## src/design/bccc_pkg.sv

```systemverilog
`timescale 1ns / 1ps
// Braille cell command controller: shared package.
// Command bytes, result kinds, register indexes, sequencer states and helpers.
package bccc_pkg;

  localparam int unsigned PeriodW = 19;
  localparam int unsigned LevelW  = 10;
  localparam int unsigned VibW    = 13;
  localparam int unsigned CfgIdxW = 3;

  localparam logic [PeriodW-1:0] BlinkPeriodRst = 19'd500000;
  localparam logic [LevelW-1:0]  NoneAboveRst   = 10'd716;
  localparam logic [LevelW-1:0]  SmallBelowRst  = 10'd206;
  localparam logic [LevelW-1:0]  LargeAboveRst  = 10'd306;
  localparam logic [LevelW-1:0]  LargeBelowRst  = 10'd615;
  localparam logic [VibW-1:0]    AckVibRst      = 13'd100;
  localparam logic [VibW-1:0]    LongVibRst     = 13'd5000;
  localparam logic [VibW-1:0]    VibLimit       = 13'd5000;

  // configuration register indexes
  localparam logic [CfgIdxW-1:0] REG_BLINK_PERIOD = 3'd0;
  localparam logic [CfgIdxW-1:0] REG_NONE_ABOVE   = 3'd1;
  localparam logic [CfgIdxW-1:0] REG_SMALL_BELOW  = 3'd2;
  localparam logic [CfgIdxW-1:0] REG_LARGE_ABOVE  = 3'd3;
  localparam logic [CfgIdxW-1:0] REG_LARGE_BELOW  = 3'd4;
  localparam logic [CfgIdxW-1:0] REG_ACK_VIB      = 3'd5;
  localparam logic [CfgIdxW-1:0] REG_LONG_VIB     = 3'd6;

  // host command and reply bytes
  localparam logic [7:0] CMD_IGNORE   = 8'hFF;
  localparam logic [7:0] CMD_LOAD     = 8'h40;
  localparam logic [7:0] CMD_READ     = 8'h2B;
  localparam logic [7:0] CMD_TEST     = 8'h5F;
  localparam logic [7:0] CMD_QUERY    = 8'h51;
  localparam logic [7:0] CMD_MEASURE  = 8'h45;
  localparam logic [7:0] CMD_HIGH     = 8'h48;
  localparam logic [7:0] CMD_LOW      = 8'h4C;
  localparam logic [7:0] CMD_UNBLINK  = 8'hC0;
  localparam logic [7:0] CMD_LONG_VIB = 8'h21;
  localparam logic [3:0] CMD_BLINK_HI = 4'hB;
  localparam logic [3:0] BLINK_MAX_K  = 4'd9;
  localparam logic [7:0] CHR_ACK      = 8'h41;
  localparam logic [7:0] RPL_OK       = 8'h4B;
  localparam logic [7:0] RPL_ERR      = 8'h45;
  localparam logic [7:0] RPL_NAK      = 8'h4E;
  localparam logic [7:0] PAT_EDGE     = 8'h3F;
  localparam logic [7:0] PAT_INNER    = 8'h30;

  typedef enum logic [1:0] {
    KIND_REPLY = 2'd0,
    KIND_CELL  = 2'd1,
    KIND_VIB   = 2'd2,
    KIND_ALL   = 2'd3
  } kind_e;

  typedef enum logic [2:0] {
    EXP_UNKNOWN = 3'd0,
    EXP_NONE    = 3'd1,
    EXP_SMALL   = 3'd2,
    EXP_LARGE   = 3'd3,
    EXP_OTHER   = 3'd4
  } exp_e;

  typedef enum logic [8:0] {
    S_IDLE  = 9'b000000001,
    S_EXEC  = 9'b000000010,
    S_BLINK = 9'b000000100,
    S_FILL  = 9'b000001000,
    S_RD    = 9'b000010000,
    S_CELL  = 9'b000100000,
    S_VIB   = 9'b001000000,
    S_ALL   = 9'b010000000,
    S_REPLY = 9'b100000000
  } state_e;

  function automatic logic [7:0] class_char(exp_e code);
    logic [7:0] c;
    c = 8'h2D;
    case (code)
      EXP_NONE:  c = 8'h30;
      EXP_SMALL: c = 8'h31;
      EXP_LARGE: c = 8'h32;
      EXP_OTHER: c = 8'h58;
      default:   c = 8'h2D;
    endcase
    return c;
  endfunction

  function automatic logic [VibW-1:0] vib_sat(logic [VibW-1:0] ms);
    return (ms > VibLimit) ? VibLimit : ms;
  endfunction

endpackage

```

## src/design/bccc_ram.sv

```systemverilog
`timescale 1ns / 1ps
// Braille cell command controller: generic single-port-write RAM.
// One write and one registered read per cycle; no dependencies.
module bccc_ram #(
  parameter int unsigned Width = 8,
  parameter int unsigned Depth = 10
) (
  input  logic                                    clk_i,
  input  logic                                    we_i,
  input  logic [((Depth > 1) ? $clog2(Depth) : 1)-1:0] waddr_i,
  input  logic [Width-1:0]                        wdata_i,
  input  logic                                    re_i,
  input  logic [((Depth > 1) ? $clog2(Depth) : 1)-1:0] raddr_i,
  output logic [Width-1:0]                        rdata_o
);

  logic [Width-1:0] mem_q [Depth];
  logic [Width-1:0] rdata_q;

  always_ff @(posedge clk_i) begin
    if (we_i) begin
      mem_q[waddr_i] <= wdata_i;
    end
    if (re_i) begin
      rdata_q <= mem_q[raddr_i];
    end
  end

  assign rdata_o = rdata_q;

endmodule

```

## src/design/braille_cell_command_controller_top.sv

```systemverilog
`timescale 1ns / 1ps
// Braille cell command controller: top level with command sequencer.
// Depends on bccc_pkg and bccc_ram (cell store).
//
//   channel | dir | handshake             | payload
//   s_axis  | in  | tvalid/tready         | tuser: command; tdata: rx_byte, adc_level
//   m_axis  | out | tvalid/tready, tlast  | tuser: kind; tdata: reply..vibrate_ms
//   cfg     | in  | cfg_we_i (no stall)   | cfg_idx_i, cfg_data_i
//
// One request at a time: ready only in idle. A refresh or read-back reads each
// cell from the RAM and then emits it; the test pattern first writes every cell.
// Valid bits make unwritten cells read as zero after reset, so no clearing pass
// is needed. Output register stalls hold the sequencer.
module braille_cell_command_controller_top #(
  parameter int unsigned NUM_CELLS = 10
) (
  input  logic                    clk_i,
  input  logic                    rst_ni,
  input  logic                    s_axis_tvalid,
  output logic                    s_axis_tready,
  input  logic [23:0]             s_axis_tdata,   // rx_byte[7:0], adc_level[17:8]
  input  logic                    s_axis_tuser,   // command
  output logic                    m_axis_tvalid,
  input  logic                    m_axis_tready,
  output logic [31:0]             m_axis_tdata,   // reply_byte[7:0], cell_index[11:8],
                                                  // cell_pattern[17:12], all_high[18],
                                                  // vibrate_ms[31:19]
  output logic [1:0]              m_axis_tuser,   // kind
  output logic                    m_axis_tlast,
  input  logic                    cfg_we_i,
  input  logic [bccc_pkg::CfgIdxW-1:0] cfg_idx_i,
  input  logic [bccc_pkg::PeriodW-1:0] cfg_data_i
);
  import bccc_pkg::*;

  localparam int unsigned IW = (NUM_CELLS > 1) ? $clog2(NUM_CELLS) : 1;
  localparam int unsigned LW = $clog2(NUM_CELLS + 1);
  localparam logic [IW-1:0] LastCell = IW'(NUM_CELLS - 1);

  // configuration
  logic [PeriodW-1:0] period_q;
  logic [LevelW-1:0]  none_above_q, small_below_q, large_above_q, large_below_q;
  logic [VibW-1:0]    ack_vib_q, long_vib_q;

  always_ff @(posedge clk_i or negedge rst_ni) begin
    if (!rst_ni) begin
      period_q      <= BlinkPeriodRst;
      none_above_q  <= NoneAboveRst;
      small_below_q <= SmallBelowRst;
      large_above_q <= LargeAboveRst;
      large_below_q <= LargeBelowRst;
      ack_vib_q     <= AckVibRst;
      long_vib_q    <= LongVibRst;
    end else if (cfg_we_i) begin
      unique case (cfg_idx_i)
        REG_BLINK_PERIOD: period_q      <= cfg_data_i;
        REG_NONE_ABOVE:   none_above_q  <= cfg_data_i[LevelW-1:0];
        REG_SMALL_BELOW:  small_below_q <= cfg_data_i[LevelW-1:0];
        REG_LARGE_ABOVE:  large_above_q <= cfg_data_i[LevelW-1:0];
        REG_LARGE_BELOW:  large_below_q <= cfg_data_i[LevelW-1:0];
        REG_ACK_VIB:      ack_vib_q     <= cfg_data_i[VibW-1:0];
        REG_LONG_VIB:     long_vib_q    <= cfg_data_i[VibW-1:0];
        default: ;
      endcase
    end
  end

  // control state
  state_e             state_q, state_d;
  logic               in_cmd_q;
  logic [7:0]         in_byte_q;
  logic [LevelW-1:0]  in_lv_q;
  logic [7:0]         saved_q, saved_d;
  logic               blink_en_q, blink_en_d;
  logic               blanked_q, blanked_d;
  logic [IW-1:0]      target_q, target_d;
  logic [PeriodW-1:0] tick_q, tick_d;
  exp_e               exp_q, exp_d;
  logic               load_act_q, load_act_d;
  logic [LW-1:0]      load_idx_q, load_idx_d;
  logic [IW-1:0]      cnt_q, cnt_d;
  logic               ph_rdback_q, ph_rdback_d;
  logic               ph_vib_q, ph_vib_d;
  logic               ph_reply_q, ph_reply_d;
  logic [7:0]         ph_char_q, ph_char_d;
  logic [VibW-1:0]    vib_ms_q, vib_ms_d;
  logic               allh_q, allh_d;
  logic [NUM_CELLS-1:0] valid_q;
  logic               rd_valid_q;

  // output register
  logic               out_valid_q;
  kind_e              out_kind_q, out_kind_d;
  logic [7:0]         out_reply_q, out_reply_d;
  logic [3:0]         out_cell_q, out_cell_d;
  logic [5:0]         out_pat_q, out_pat_d;
  logic               out_allh_q, out_allh_d;
  logic [VibW-1:0]    out_vib_q, out_vib_d;
  logic               out_last_q, out_last_d;
  logic               emit;

  // cell store
  logic               ram_we, ram_re;
  logic [IW-1:0]      ram_waddr, ram_raddr;
  logic [7:0]         ram_wdata, ram_rdata, cell_val;

  bccc_ram #(.Width(8), .Depth(NUM_CELLS)) u_store (
    .clk_i   (clk_i),
    .we_i    (ram_we),
    .waddr_i (ram_waddr),
    .wdata_i (ram_wdata),
    .re_i    (ram_re),
    .raddr_i (ram_raddr),
    .rdata_o (ram_rdata)
  );

  assign cell_val = rd_valid_q ? ram_rdata : 8'd0;

  logic               accept;
  logic               slot_free;
  logic [PeriodW-1:0] tick_inc;
  logic [3:0]         blink_k;

  assign s_axis_tready = (state_q == S_IDLE);
  assign accept        = s_axis_tvalid && s_axis_tready;
  assign slot_free     = !out_valid_q || m_axis_tready;
  assign tick_inc      = tick_q + PeriodW'(1);
  assign blink_k       = in_byte_q[3:0];

  always_comb begin
    state_d     = state_q;
    saved_d     = saved_q;
    blink_en_d  = blink_en_q;
    blanked_d   = blanked_q;
    target_d    = target_q;
    tick_d      = tick_q;
    exp_d       = exp_q;
    load_act_d  = load_act_q;
    load_idx_d  = load_idx_q;
    cnt_d       = cnt_q;
    ph_rdback_d = ph_rdback_q;
    ph_vib_d    = ph_vib_q;
    ph_reply_d  = ph_reply_q;
    ph_char_d   = ph_char_q;
    vib_ms_d    = vib_ms_q;
    allh_d      = allh_q;
    ram_we      = 1'b0;
    ram_waddr   = target_q;
    ram_wdata   = saved_q;
    ram_re      = 1'b0;
    ram_raddr   = cnt_q;
    emit        = 1'b0;
    out_kind_d  = KIND_REPLY;
    out_reply_d = 8'd0;
    out_cell_d  = 4'd0;
    out_pat_d   = 6'd0;
    out_allh_d  = 1'b0;
    out_vib_d   = '0;
    out_last_d  = 1'b1;

    unique case (state_q)
      S_IDLE: begin
        if (accept) begin
          state_d = S_EXEC;
        end
      end

      S_EXEC: begin
        state_d     = S_IDLE;
        cnt_d       = '0;
        ph_rdback_d = 1'b0;
        ph_vib_d    = 1'b0;
        ph_reply_d  = 1'b0;
        ph_char_d   = RPL_OK;
        if (in_cmd_q) begin
          tick_d = tick_inc;
          if (tick_inc == period_q) begin
            tick_d = '0;
            if (blink_en_q) begin
              ram_re    = 1'b1;
              ram_raddr = target_q;
              state_d   = S_BLINK;
            end
          end
        end else if (in_byte_q == CMD_IGNORE) begin
          state_d = S_IDLE;
        end else if (load_act_q) begin
          if (load_idx_q < LW'(NUM_CELLS)) begin
            ram_we     = 1'b1;
            ram_waddr  = load_idx_q[IW-1:0];
            ram_wdata  = in_byte_q;
            load_idx_d = load_idx_q + LW'(1);
          end else begin
            load_act_d = 1'b0;
            load_idx_d = '0;
            if (in_byte_q != CHR_ACK) begin
              ph_char_d = RPL_ERR;
              state_d   = S_REPLY;
            end else begin
              ph_vib_d   = 1'b1;
              ph_reply_d = 1'b1;
              vib_ms_d   = vib_sat(ack_vib_q);
              state_d    = S_RD;
            end
          end
        end else if (in_byte_q[7:4] == CMD_BLINK_HI && blink_k <= BLINK_MAX_K) begin
          if (blink_k >= 4'(NUM_CELLS)) begin
            ph_char_d = RPL_NAK;
            state_d   = S_REPLY;
          end else begin
            target_d   = blink_k[IW-1:0];
            blink_en_d = 1'b1;
          end
        end else begin
          unique case (in_byte_q) inside
            CMD_LOAD: begin
              blink_en_d = 1'b0;
              blanked_d  = 1'b0;
              load_act_d = 1'b1;
              load_idx_d = '0;
            end
            CMD_READ: begin
              ph_rdback_d = 1'b1;
              ph_reply_d  = 1'b1;
              state_d     = S_RD;
            end
            CMD_TEST: begin
              blink_en_d = 1'b0;
              blanked_d  = 1'b0;
              ph_reply_d = 1'b1;
              state_d    = S_FILL;
            end
            CMD_QUERY: begin
              ph_char_d = class_char(exp_q);
              state_d   = S_REPLY;
            end
            CMD_MEASURE: begin
              if (in_lv_q > none_above_q) begin
                exp_d = EXP_NONE;
              end else if (in_lv_q < small_below_q) begin
                exp_d = EXP_SMALL;
              end else if (in_lv_q > large_above_q && in_lv_q < large_below_q) begin
                exp_d = EXP_LARGE;
              end else begin
                exp_d = EXP_OTHER;
              end
              state_d = S_REPLY;
            end
            CMD_HIGH, CMD_LOW: begin
              allh_d  = (in_byte_q == CMD_HIGH);
              state_d = S_ALL;
            end
            CMD_UNBLINK: begin
              blink_en_d = 1'b0;
              blanked_d  = 1'b0;
              ram_we     = 1'b1;
              state_d    = S_RD;
            end
            CMD_LONG_VIB: begin
              vib_ms_d = vib_sat(long_vib_q);
              state_d  = S_VIB;
            end
            default: begin
              ph_char_d = RPL_NAK;
              state_d   = S_REPLY;
            end
          endcase
        end
      end

      S_BLINK: begin
        ram_we = 1'b1;
        if (cell_val != 8'd0) begin
          saved_d = cell_val;
        end
        if (!blanked_q) begin
          ram_wdata = 8'd0;
          blanked_d = 1'b1;
        end else begin
          ram_wdata = (cell_val != 8'd0) ? cell_val : saved_q;
          blanked_d = 1'b0;
        end
        state_d = S_RD;
      end

      S_FILL: begin
        ram_we    = 1'b1;
        ram_waddr = cnt_q;
        ram_wdata = (cnt_q == '0 || cnt_q == LastCell) ? PAT_EDGE : PAT_INNER;
        if (cnt_q == LastCell) begin
          cnt_d   = '0;
          state_d = S_RD;
        end else begin
          cnt_d = cnt_q + IW'(1);
        end
      end

      S_RD: begin
        ram_re  = 1'b1;
        state_d = S_CELL;
      end

      S_CELL: begin
        if (slot_free) begin
          emit       = 1'b1;
          out_last_d = (cnt_q == LastCell) && !ph_vib_q && !ph_reply_q;
          if (ph_rdback_q) begin
            out_reply_d = cell_val;
          end else begin
            out_kind_d = KIND_CELL;
            out_cell_d = 4'(cnt_q);
            out_pat_d  = cell_val[5:0];
          end
          if (cnt_q == LastCell) begin
            cnt_d = '0;
            if (ph_vib_q) begin
              state_d = S_VIB;
            end else if (ph_reply_q) begin
              state_d = S_REPLY;
            end else begin
              state_d = S_IDLE;
            end
          end else begin
            cnt_d   = cnt_q + IW'(1);
            state_d = S_RD;
          end
        end
      end

      S_VIB: begin
        if (slot_free) begin
          emit       = 1'b1;
          out_kind_d = KIND_VIB;
          out_vib_d  = vib_ms_q;
          out_last_d = !ph_reply_q;
          state_d    = ph_reply_q ? S_REPLY : S_IDLE;
        end
      end

      S_ALL: begin
        if (slot_free) begin
          emit       = 1'b1;
          out_kind_d = KIND_ALL;
          out_allh_d = allh_q;
          out_last_d = 1'b0;
          state_d    = S_REPLY;
        end
      end

      S_REPLY: begin
        if (slot_free) begin
          emit        = 1'b1;
          out_reply_d = ph_char_q;
          state_d     = S_IDLE;
        end
      end

      default: state_d = S_IDLE;
    endcase
  end

  always_ff @(posedge clk_i or negedge rst_ni) begin
    if (!rst_ni) begin
      state_q     <= S_IDLE;
      saved_q     <= 8'd0;
      blink_en_q  <= 1'b0;
      blanked_q   <= 1'b0;
      target_q    <= '0;
      tick_q      <= '0;
      exp_q       <= EXP_UNKNOWN;
      load_act_q  <= 1'b0;
      load_idx_q  <= '0;
      cnt_q       <= '0;
      ph_rdback_q <= 1'b0;
      ph_vib_q    <= 1'b0;
      ph_reply_q  <= 1'b0;
      valid_q     <= '0;
      rd_valid_q  <= 1'b0;
      out_valid_q <= 1'b0;
    end else begin
      state_q     <= state_d;
      saved_q     <= saved_d;
      blink_en_q  <= blink_en_d;
      blanked_q   <= blanked_d;
      target_q    <= target_d;
      tick_q      <= tick_d;
      exp_q       <= exp_d;
      load_act_q  <= load_act_d;
      load_idx_q  <= load_idx_d;
      cnt_q       <= cnt_d;
      ph_rdback_q <= ph_rdback_d;
      ph_vib_q    <= ph_vib_d;
      ph_reply_q  <= ph_reply_d;
      if (ram_we) begin
        valid_q[ram_waddr] <= 1'b1;
      end
      if (ram_re) begin
        rd_valid_q <= valid_q[ram_raddr];
      end
      if (emit) begin
        out_valid_q <= 1'b1;
      end else if (m_axis_tready) begin
        out_valid_q <= 1'b0;
      end
    end
  end

  always_ff @(posedge clk_i) begin
    if (accept) begin
      in_cmd_q  <= s_axis_tuser;
      in_byte_q <= s_axis_tdata[7:0];
      in_lv_q   <= s_axis_tdata[17:8];
    end
    ph_char_q <= ph_char_d;
    vib_ms_q  <= vib_ms_d;
    allh_q    <= allh_d;
    if (emit) begin
      out_kind_q  <= out_kind_d;
      out_reply_q <= out_reply_d;
      out_cell_q  <= out_cell_d;
      out_pat_q   <= out_pat_d;
      out_allh_q  <= out_allh_d;
      out_vib_q   <= out_vib_d;
      out_last_q  <= out_last_d;
    end
  end

  assign m_axis_tvalid = out_valid_q;
  assign m_axis_tuser  = out_kind_q;
  assign m_axis_tlast  = out_last_q;
  assign m_axis_tdata  = {out_vib_q, out_allh_q, out_pat_q, out_cell_q, out_reply_q};

  a_load_idx_range: assert property (@(posedge clk_i) disable iff (!rst_ni)
    load_idx_q <= LW'(NUM_CELLS))
    else $error("load index beyond cell count");

  a_target_range: assert property (@(posedge clk_i) disable iff (!rst_ni)
    32'(target_q) < NUM_CELLS)
    else $error("blink target beyond cell count");

  a_no_collide: assert property (@(posedge clk_i) disable iff (!rst_ni)
    (ram_we && ram_re) |-> (ram_waddr != ram_raddr))
    else $error("cell store read and write to the same entry");

  a_accept_exec: assert property (@(posedge clk_i) disable iff (!rst_ni)
    accept |=> (state_q == S_EXEC))
    else $error("accepted request not executed");

  a_stall_holds: assert property (@(posedge clk_i) disable iff (!rst_ni)
    (out_valid_q && !m_axis_tready && (state_q == S_REPLY || state_q == S_VIB ||
     state_q == S_ALL || state_q == S_CELL)) |=> $stable(state_q))
    else $error("sequencer advanced while output stalled");

endmodule
```

## config.mk

```make
export PLATFORM = sky130hd
export DESIGN_NAME = braille_cell_command_controller_top
export DESIGN_NICKNAME = d
export VERILOG_FILES = /design/src/design/bccc_pkg.sv /design/src/design/bccc_ram.sv /design/src/design/braille_cell_command_controller_top.sv
export SDC_FILE = /design/constraint.sdc
export NUM_CORES = 1
export LEC_CHECK = 0
export BUFFER_PORTS_ARGS = -buffer_cell sky130_fd_sc_hd__clkbuf_2
export CORE_MARGIN = 4
export CORE_UTILIZATION = 55
export DETAILED_ROUTE_END_ITERATION = 10
export HOLD_SLACK_MARGIN = 0.08
export PLACE_DENSITY_LB_ADDON = 0.08
export SYNTH_ARGS = -nofsm -noshare
export SYNTH_HDL_FRONTEND = slang
export SYNTH_SLANG_ARGS = --single-unit
```

## constraint.sdc

```tcl
create_clock -name clk_i -period 3.95 [get_ports clk_i]
set_input_delay 0.395 -clock clk_i [delete_from_list [all_inputs] [get_ports clk_i]]
set_output_delay 0.395 -clock clk_i [all_outputs]
set_load 0.05 [all_outputs]
```

After elaboration in Yosys (flattened, before gate mapping)
Memories as Yosys holds them, arrays and structs flattened. A register that Yosys moved wholly into a read port is not among the register bits. Cells that the tools add are included.

Memories kept: 1. Logic and storage cells: 281. RAM bits: 80. Flip-flop bits (word level): 230. Input bits: 52.

Memory list: u_store.mem_q (words 10, bits a word 8, read ports 1, clocked after memory_dff 1, write ports 1, RTL line bccc_ram.sv:17) `logic [Width-1:0] mem_q [Depth];`.

Add/subtract/negate cells: 3. Equality and inequality tests: 48. Muxes and demuxes: 124. Bitwise gates (word level): 8. Reductions and logical operators: 49. $lt $le $gt $ge: 12.

Operators by type and width (number): $mux W9 (16); $mux W8 (12); $mux W13 (7); $pmux W9 S9 (1); $mux W4 (17); $eq A8 B7 Y1 const B (6); $mux W1 (48); $pmux W9 S5 (1); $reduce_and A6 Y1 (6); $ne A2 B2 Y1 const B (14); $pmux W7 S4 (1); $gt A13 B13 Y1 const B (2); $pmux W8 S3 (1); $reduce_and A2 Y1 (11); $gt A10 B10 Y1 (2); $lt A10 B10 Y1 (2); $add A19 B1 Y19 const B (1); $eq A19 B19 Y1 (1); $mux W19 (1); $mux W3 (6); $eq A8 B6 Y1 const B (2); $eq A8 B8 Y1 const B (2); $pmux W8 S2 (1); $pmux W7 S2 (1); 46 further kinds (82).

Logic depth before layout (Yosys ltp)
Gate-level depths: netlist of the first run.

Depth after elaboration: 11. Mapped depth: 14.

Hierarchy
Synthesis of the first run repeated with hierarchy kept, for this count alone.

Cell total of the unflattened synthesis: 1347. Area total of the unflattened synthesis: 15463.6 µm².

By module, submodules not included: braille_cell_command_controller_top (instances 1, area each 11981.5 µm², cells each 1158); bccc_ram (instances 1, area each 3482.1 µm², cells each 189).

Least setup slack after synthesis of the first run
OpenSTA, ideal clock, no wires.

Path kind: reg2reg. From: register state_q[8]. To: register u_store.rdata_q[6] (netlist: u_store.rdata_o[6]) (read register of u_store.mem_q), data pin. Cell stages (with the launch flop): 14. Setup slack: -0.225 ns. Data arrival time: 3.914 ns. Buffers on the path: 2. Period minus slack after synthesis: 4.175 ns. Path through: dfrtp_1 -> or4_4 -> or4_1 -> or3b_1 -> buf_2 -> clkinv_2 -> and2_1 -> nand2_1 -> nor4_4 -> mux2i_1 -> buf_2 -> mux2i_1 -> o22ai_1 -> a311o_1.

Word-level cells in the longest chain between the ends: 2. Elaborated cells on any way between the ends: 4. Classes of those cells: 2 x eq/ne; 2 x mux.

RTL lines: from (decl) (RTL line braille_cell_command_controller_top.sv:69) `state_e state_q, state_d;`; from (signal assigned) (RTL line braille_cell_command_controller_top.sv:381) `state_q <= state_d;`; $eq A9 B5 Y1 / $eq A9 B2 Y1 (equally long branches) (RTL line braille_cell_command_controller_top.sv:161) `unique case (state_q)`; $pmux W1 S2 / $mux W4 (equally long branches) (RTL line braille_cell_command_controller_top.sv:161); to (decl) (RTL line bccc_ram.sv:18) `logic [Width-1:0] rdata_q;`.

Several ways; a longest one is shown, not always the timed one. A chain may end at the register's enable or synchronous reset.

Final worst setup path of the first run
From: register state_q[8]. To: register u_store.rdata_q[0] (netlist: u_store.rdata_o[0]) (read register of u_store.mem_q), data pin.

The elaborated chain is that of the path after synthesis.

==> impl_metrics.csv, run 1 <==
group,metric,value,unit
outcome,status,"finished with violations",
outcome,failed_checks,"setup timing",
setup_path,worstPathRequired,4.22,ns
clocking,clockBufferDepth,3,
setup_path,end_kind,"flop",
setup_path,cp.buffers_inverters,4,
sta,relSlewSlack,27.7,%
sta,finalClockSkew,0.0153,ns
place,post-place-ws,-0.124,ns
place,dpl_cell_area,16400,µm²
setup_path,critical_path.top_delay_family,"simple AND/OR/NAND/NOR gates",
logic_synthesis,syn-num-nets,1432,
grt,grt_max_degree,99,
cells_and_area,final_common_cell,"nand2_1",
cells_and_area,drive_gt1_share,23.4,%
logic_synthesis,netlist_area,15100,µm²
setup_path,r2r_slack,-0.06,ns
logic_synthesis,ys_seq_area_share,58.1,%
sta,hold-worst-slack,0.0920,ns
power,power,9.00,mW
place,place_hpwl,24.9,mm
clocking,clkTransAtPathRegs,0.06,ns
logic_synthesis,synth_compound_area_share,11.2,%
logic_synthesis,synth_top_family_by_area,"simple AND/OR/NAND/NOR gates",
hold_path,worstHoldEndpoint,"in_byte_q[1]",
grt,grt_pass1_wl,58.5,mm
hold_path,hold_class,"in -> reg",
logic_synthesis,synth_warnings,0,
setup_path,slowest_stage,"or4_4",
drt,first_pass_iters,7,
floorplan,coreArea,27000,µm²
floorplan,num_rows,60,
cells_and_area,num-fill-cells,2077,
cells_and_area,finish.utilization,66.3,%
power,ir_worst_vdd,439,µV
floorplan,num_io_pins,89,
drt,final_antenna_net_count,0,
clocking,numCtsBuffers,35,
sta,setup_viol,7,
power,sw_frac_of_total,27.3,%
clocking,clock-sinks,317,
power,power_frac_seq,46.0,%
power,switchingPower,2.46,mW
logic_synthesis,async_flop_share,48.6,%
logic_synthesis,synth-xor-area-share,1.74,%
flow_run,maxCapViolations,0,
setup_path,worstPathCellList,"or4_4 -> or4_4 -> or3b_4 -> clkinv_8 -> and2_4 -> nand2_4 -> nor4_4 -> buf_6 -> mux2i_4 -> buf_6 -> buf_16 -> mux2i_1 -> nand2_1 -> a311o_1",
cells_and_area,final_nets,1591,
hold_path,hold_depth,1,
grt,antenna_found_initial,0,
sta,worst_pin_slew,1.08,ns
floorplan,die_height,174,µm
drt,via_per_inst,5.88,
setup_path,r2r_end,"u_store.rdata_o[0]",
drt,vias,11000,
power,p_comb_share,18.0,%
sta,hold_viol,0,
power,p_int,6.54,mW
sta,slew_violations,0,
power,clkPwrFrac,36.1,%
drt,drc,0,
setup_path,startpoint_type,"flop",
grt,grt_pass1_vias,10800,
logic_synthesis,synth-simple-area-share,15.4,%
cells_and_area,syn_to_final_growth,18.4,%
logic_synthesis,ys_ff_latch,317,
clocking,htreeDepth,2,
cells_and_area,multi_input_area,6000,µm²
setup_path,cpPeakStageDelay,0.55,ns
setup_path,reg2reg_depth,14,
grt,grtUsageMet1,32.6,%
place,gp_congestion,0.876,
logic_synthesis,avgSynthCellArea,11.3,µm²
hold_path,min-delay-start,"s_axis_tdata[1]",
sta,fmax,0.249,GHz
clocking,cts-root-buf,"clkbuf_16",
grt,grtUsageMet3,4.30,%
logic_synthesis,synth_ff_type,"edfxtp_1",
drt,drt-initial-drc-count,794,
sta,fin_crit,4.01,ns
setup_path,cp.arrival,4.28,ns
setup_path,cp-startpoint,"state_q[8]",
clocking,insertion_delay,0.52,ns
cells_and_area,final_cell_mix,"nand2_1, edfxtp_1, dfrtp_1, o21ai_0, clkbuf_2",
clocking,cts_tree,"built",
cells_and_area,design_area,17900,µm²
place,portBuffers,82,
cells_and_area,n_antenna_cell,0,
sta,fin_setup_tns,-0.170,ns
grt,grt_usage,24.1,%
drt,routed_wirelength,36.8,mm
logic_synthesis,synthMuxAreaShare,7.29,%
grt,grt_remaining_overflow,0,
power,p_per_area,503,nW/µm²
sta,final_min_period_over_clock_period,102,%
logic_synthesis,synth.distinct_cells,63,
logic_synthesis,synth_edf_count,163,
logic_synthesis,yosys.area_share.adder,3.31,%
sta,fin_ws,-0.0629,ns
floorplan,start_util,56.0,%
setup_path,crit_type,"reg -> reg",
floorplan,die_w,174,µm
sta,rsz0062_at_grt,"yes",
cells_and_area,stdcell_count,1867,
cells_and_area,seqCellArea,8790,µm²
grt,top_usage_layer,"met2",
place,place_inst,1776,
power,p_leak,7.41,nW
logic_synthesis,syn_inst,1340,
grt,grt_util_met2,40.3,%
drt,wl_per_cell,19.7,µm
floorplan,dieArea,30200,µm²
setup_path,crit_fanout,7,
setup_path,worstReg2RegStart,"state_q[8]",
==> worst max-delay path by stage <==
stage	slack (ns)	depth (start not counted)	endpoint
final	-0.06	14	u_store.rdata_o[0]
after floorplan	-0.02	13	u_store.rdata_o[4]
after global placement	-0.05	13	u_store.rdata_o[3]
after detailed placement	-0.12	13	u_store.rdata_o[3]
after CTS	-0.02	15	u_store.rdata_o[6]
after global routing	-0.19	14	u_store.rdata_o[0]
==> area by class of cell <==
cell class                 count  area share [%]
sequential                   317            49.1
multi-input combinational    909            33.5
timing repair buffer         180            7.31
clock buffer                  49            5.53
tap                          341            2.38
inverter                      56            1.24
clock inverter                15           0.915
==> kinds of logic after synthesis <==
kind of cell	Yosys count
xor gates and xnor gates	30
muxes	102
buffers and inverters	114
and+or+nand+nor	466
adders and majority gates	40
DFF	317
AOI/OAI and AO/OA	271
==> Yosys cell counts, types with 3 or more instances <==
library cell | count | area share, %
a21o_1 | 26 | 1.3
nand4_1 | 13 | 0.54
nand2_1 | 175 | 4.3
nand2b_1 | 20 | 0.83
o211ai_1 | 8 | 0.40
o31ai_1 | 14 | 0.69
nor2_1 | 72 | 1.8
o22ai_1 | 12 | 0.50
dfrtp_1 | 118 | 20
nor3_1 | 19 | 0.63
nor2b_1 | 14 | 0.58
dfstp_2 | 36 | 6.3
o32a_1 | 3 | 0.20
nand3_1 | 39 | 1.3
a221oi_1 | 3 | 0.17
edfxtp_1 | 163 | 32
nor3b_1 | 9 | 0.45
a311o_1 | 7 | 0.46
buf_4 | 3 | 0.15
clkbuf_1 | 47 | 1.2
nand3b_1 | 10 | 0.50
or4_1 | 10 | 0.50
nor4b_1 | 3 | 0.17
inv_1 | 54 | 1.3
nand4b_1 | 6 | 0.35
buf_2 | 7 | 0.23
xor2_1 | 10 | 0.58
and3_1 | 14 | 0.58
a22o_1 | 12 | 0.69
or2_2 | 17 | 0.70
o21ai_0 | 100 | 3.3
xnor2_1 | 20 | 1.2
nor4_1 | 13 | 0.54
a31oi_1 | 11 | 0.45
o21a_1 | 3 | 0.15
mux2i_1 | 37 | 2.4
and2_1 | 22 | 0.91
a21oi_1 | 52 | 1.7
mux2_2 | 65 | 4.8
ha_1 | 40 | 3.3
or3_1 | 3 | 0.12
==> repair_timing <==
item / CTS / global route
pin swaps: 4 / 10
hold buffers: 17 / 0
buffers inserted: 7 / 3
gates cloned: 2 / 1
endpoints found under the hold margin: 68 / 0
setup endpoints to repair: 7 / 19
resized for setup: 10 / 14
==> metal layers <==
layer,wire length [µm],vias to the layer above
met5,0,-
met2,17800,339
met1,16000,5364
met3,2140,60
li1,-,5211
met4,844,0
==> flip-flops by register name, indices dropped and copies added (netlist names), 4 cells and up <==
| register | flops |
|---|---|
| ack_vib_q | 13 |
| load_idx_q | 4 |
| tick_q | 19 |
| u_store.rdata_o | 8 |
| large_above_q | 10 |
| in_byte_q | 8 |
| state_q | 9 |
| target_q | 4 |
| out_pat_q | 6 |
| valid_q | 10 |
| cnt_q | 4 |
| period_q | 19 |
| out_cell_q | 4 |
| vib_ms_q | 13 |
| none_above_q | 10 |
| saved_q | 8 |
| small_below_q | 10 |
| out_vib_q | 13 |
| large_below_q | 10 |
| in_lv_q | 10 |
| ph_char_q | 7 |
| long_vib_q | 13 |
| u_store.mem_q | 80 |
| out_reply_q | 8 |
==> power by group through the flow <==
stage / Combinational [mW] / Sequential, mW / Clock (mW)
floorplan: 1.11 / 4.10 / 0
global placement: 1.51 / 4.18 / 0
detailed placement: 1.55 / 4.19 / 0
CTS: 1.60 / 4.13 / 3.31
global route: 1.80 / 4.18 / 3.46
finish: 1.62 / 4.14 / 3.25
Power figures use the tool's default switching activity.
==> inputs of run 2 (changes only) <==
--- a/config.mk
+++ b/config.mk
@@ -5,9 +5,9 @@
 export SDC_FILE = /design/constraint.sdc
 export NUM_CORES = 1
 export LEC_CHECK = 0
-export BUFFER_PORTS_ARGS = -buffer_cell sky130_fd_sc_hd__clkbuf_2
+export BUFFER_PORTS_ARGS = -buffer_cell sky130_fd_sc_hd__buf_2
 export CORE_MARGIN = 4
-export CORE_UTILIZATION = 55
+export CORE_UTILIZATION = 50
 export DETAILED_ROUTE_END_ITERATION = 10
 export HOLD_SLACK_MARGIN = 0.08
 export PLACE_DENSITY_LB_ADDON = 0.08
==> run 2 against run 1 <==
  * The flow still finishes with violations (setup timing)
  * Worst setup slack improved by 0.0032 ns
  * Non-clock buffer count rose by 2
  * Global-route usage fell by 2.0 points
  * Via count fell by 1.1%
  * Fmax barely moved
  * Sequential cell count did not move
  * Design area rose by 0.20%
  * Die area rose by 9.5%
  * Worst hold slack improved by 0.012 ns
  * Count of clock-buffer cells in the layout fell by 1
  * Clock skew fell by 0.0021 ns
  * Critical endpoint is now u_store.rdata_o[1]
  * Largest cell class unchanged
==> impl_metrics.csv, run 2 (synthesis results as in run 1) <==
group,metric,value,unit
clocking,clockBufferDepth,3,
grt,grt_pass1_vias,10700,
drt,drc,0,
grt,grtUsageMet3,3.21,%
floorplan,num_io_pins,89,
clocking,insertion_delay,0.51,ns
place,place_hpwl,25.7,mm
floorplan,num_rows,63,
drt,drt-initial-drc-count,702,
floorplan,start_util,50.9,%
grt,grt_remaining_overflow,0,
setup_path,critical_path.top_delay_family,"simple AND/OR/NAND/NOR gates",
floorplan,die_height,182,µm
cells_and_area,finish.utilization,60.4,%
hold_path,hold_class,"in -> reg",
clocking,numCtsBuffers,35,
cells_and_area,top_regs,"u_store.mem_q: 80 flops, period_q: 19 flops, tick_q: 19 flops",
outcome,failed_checks,"setup timing",
setup_path,worstPathCellList,"or4_4 -> or4_4 -> or3b_4 -> clkinv_8 -> and2_4 -> nand2_4 -> nor4_4 -> buf_6 -> mux2i_4 -> clkbuf_16 -> buf_12 -> mux2i_1 -> o22ai_1 -> a311o_1",
cells_and_area,final_cell_mix,"nand2_1, edfxtp_1, dfrtp_1, o21ai_0, buf_2",
setup_path,cpPeakStageDelay,0.55,ns
sta,finalClockSkew,0.0132,ns
grt,grt_max_degree,82,
grt,grtUsageMet1,30.8,%
sta,worst_pin_slew,1.08,ns
drt,wl_per_cell,19.2,µm
cells_and_area,final_common_cell,"nand2_1",
drt,via_per_inst,5.66,
setup_path,slowest_stage,"or4_4",
sta,fin_ws,-0.0597,ns
power,p_per_area,492,nW/µm²
sta,setup_viol,6,
setup_path,worstPathRequired,4.20,ns
grt,grt_usage,22.1,%
grt,antenna_found_initial,0,
grt,grt_pass1_wl,58.5,mm
drt,vias,10800,
cells_and_area,regMostFlops,"u_store.mem_q",
sta,relSlewSlack,27.8,%
clocking,cts-root-buf,"clkbuf_16",
drt,first_pass_iters,5,
cells_and_area,syn_to_final_growth,18.6,%
clocking,clkTransAtPathRegs,0.06,ns
cells_and_area,stdcell_count,1916,
cells_and_area,n_antenna_cell,0,
cells_and_area,final_nets,1593,
setup_path,worstReg2RegStart,"state_q[8]",
drt,final_antenna_net_count,0,
floorplan,coreArea,29700,µm²
floorplan,dieArea,33100,µm²
setup_path,cp.buffers_inverters,4,
sta,fmax,0.249,GHz
sta,final_min_period_over_clock_period,102,%
clocking,clock-sinks,317,
grt,grt_util_met2,36.7,%
setup_path,startpoint_type,"flop",
setup_path,crit_fanout,8,
hold_path,min-delay-start,"s_axis_tdata[0]",
sta,hold_viol,0,
flow_run,maxCapViolations,0,
sta,slew_violations,0,
cells_and_area,drive_gt1_share,23.9,%
clocking,htreeDepth,2,
drt,routed_wirelength,36.8,mm
power,ir_worst_vdd,339,µV
power,p_leak,7.38,nW
setup_path,cp.arrival,4.26,ns
cells_and_area,largest_reg_flops,80,
outcome,status,"finished with violations",
place,place_inst,1822,
setup_path,crit_type,"reg -> reg",
place,gp_congestion,0.888,
sta,fin_crit,4.01,ns
setup_path,cp-startpoint,"state_q[8]",
floorplan,die_w,182,µm
setup_path,cpMostUsedCell,"or4_4",
grt,top_usage_layer,"met2",
clocking,cts_tree,"built",
sta,rsz0062_at_grt,"yes",
setup_path,end_kind,"flop",
place,portBuffers,82,
[run 2: final timing paths]
check	to	depth (start not counted)	slack, ns
worst max-delay path	u_store.rdata_o[1]	14	-0.06
worst min-delay path	in_byte_q[0]	1	0.10
worst max register to register	u_store.rdata_o[1]	14	-0.06
worst min register to register	valid_q[4]	1	0.47
max in group asynchronous	state_q[0]	3	2.50
min in group asynchronous	tick_q[17]	2	0.47
[run 2: per-stage QoR]
stage	power, mW	TNS (ns)	hold WS [ns]	area (µm²)	worst slack [ns]
after floorplan	5.21	-0.0966	0.0994	15200	-0.0204
after global placement	5.72	-0.00623	0.454	16400	-0.00623
after detailed placement	5.76	-0.306	0.454	16400	-0.0753
after CTS	8.87	0	0.0904	17700	0.00488
after global routing	9.30	-1.10	0.0896	17900	-0.179
final	8.84	-0.190	0.104	17900	-0.0597
[run 2: repair_timing]
item | 4_1_cts | 5_1_grt
gates cloned | 0 | 2
pin swaps | 1 | 10
setup endpoints to repair | 7 | 9
setup buffers | 3 | 11
endpoints found under the hold margin | 64 | 0
gates resized for setup | 2 | 21
hold buffers | 16 | 0
[run 2: area by class of cell]
type | instances | area, µm²
Clock buffer | 48 | 968
Timing Repair Buffer | 182 | 1340
Multi-Input combinational cell | 909 | 6020
Tap cell | 390 | 488
Inverter | 56 | 223
Fill cell | 2486 | 11800
Clock inverter | 14 | 113
Sequential cell | 317 | 8790
[run 2: power breakdown]
group	switching, mW	total (mW)	internal [mW]
logic	0.890	1.63	0.742
clock network	1.27	3.07	1.79
registers	0.278	4.14	3.86
[run 2: routing by layer]
layer / share of wire (%) / vias up
li1: - / 5212
met1: 45 / 5326
met2: 48 / 250
met3: 4.6 / 61
met4: 2.2 / 0
met5: 0 / -
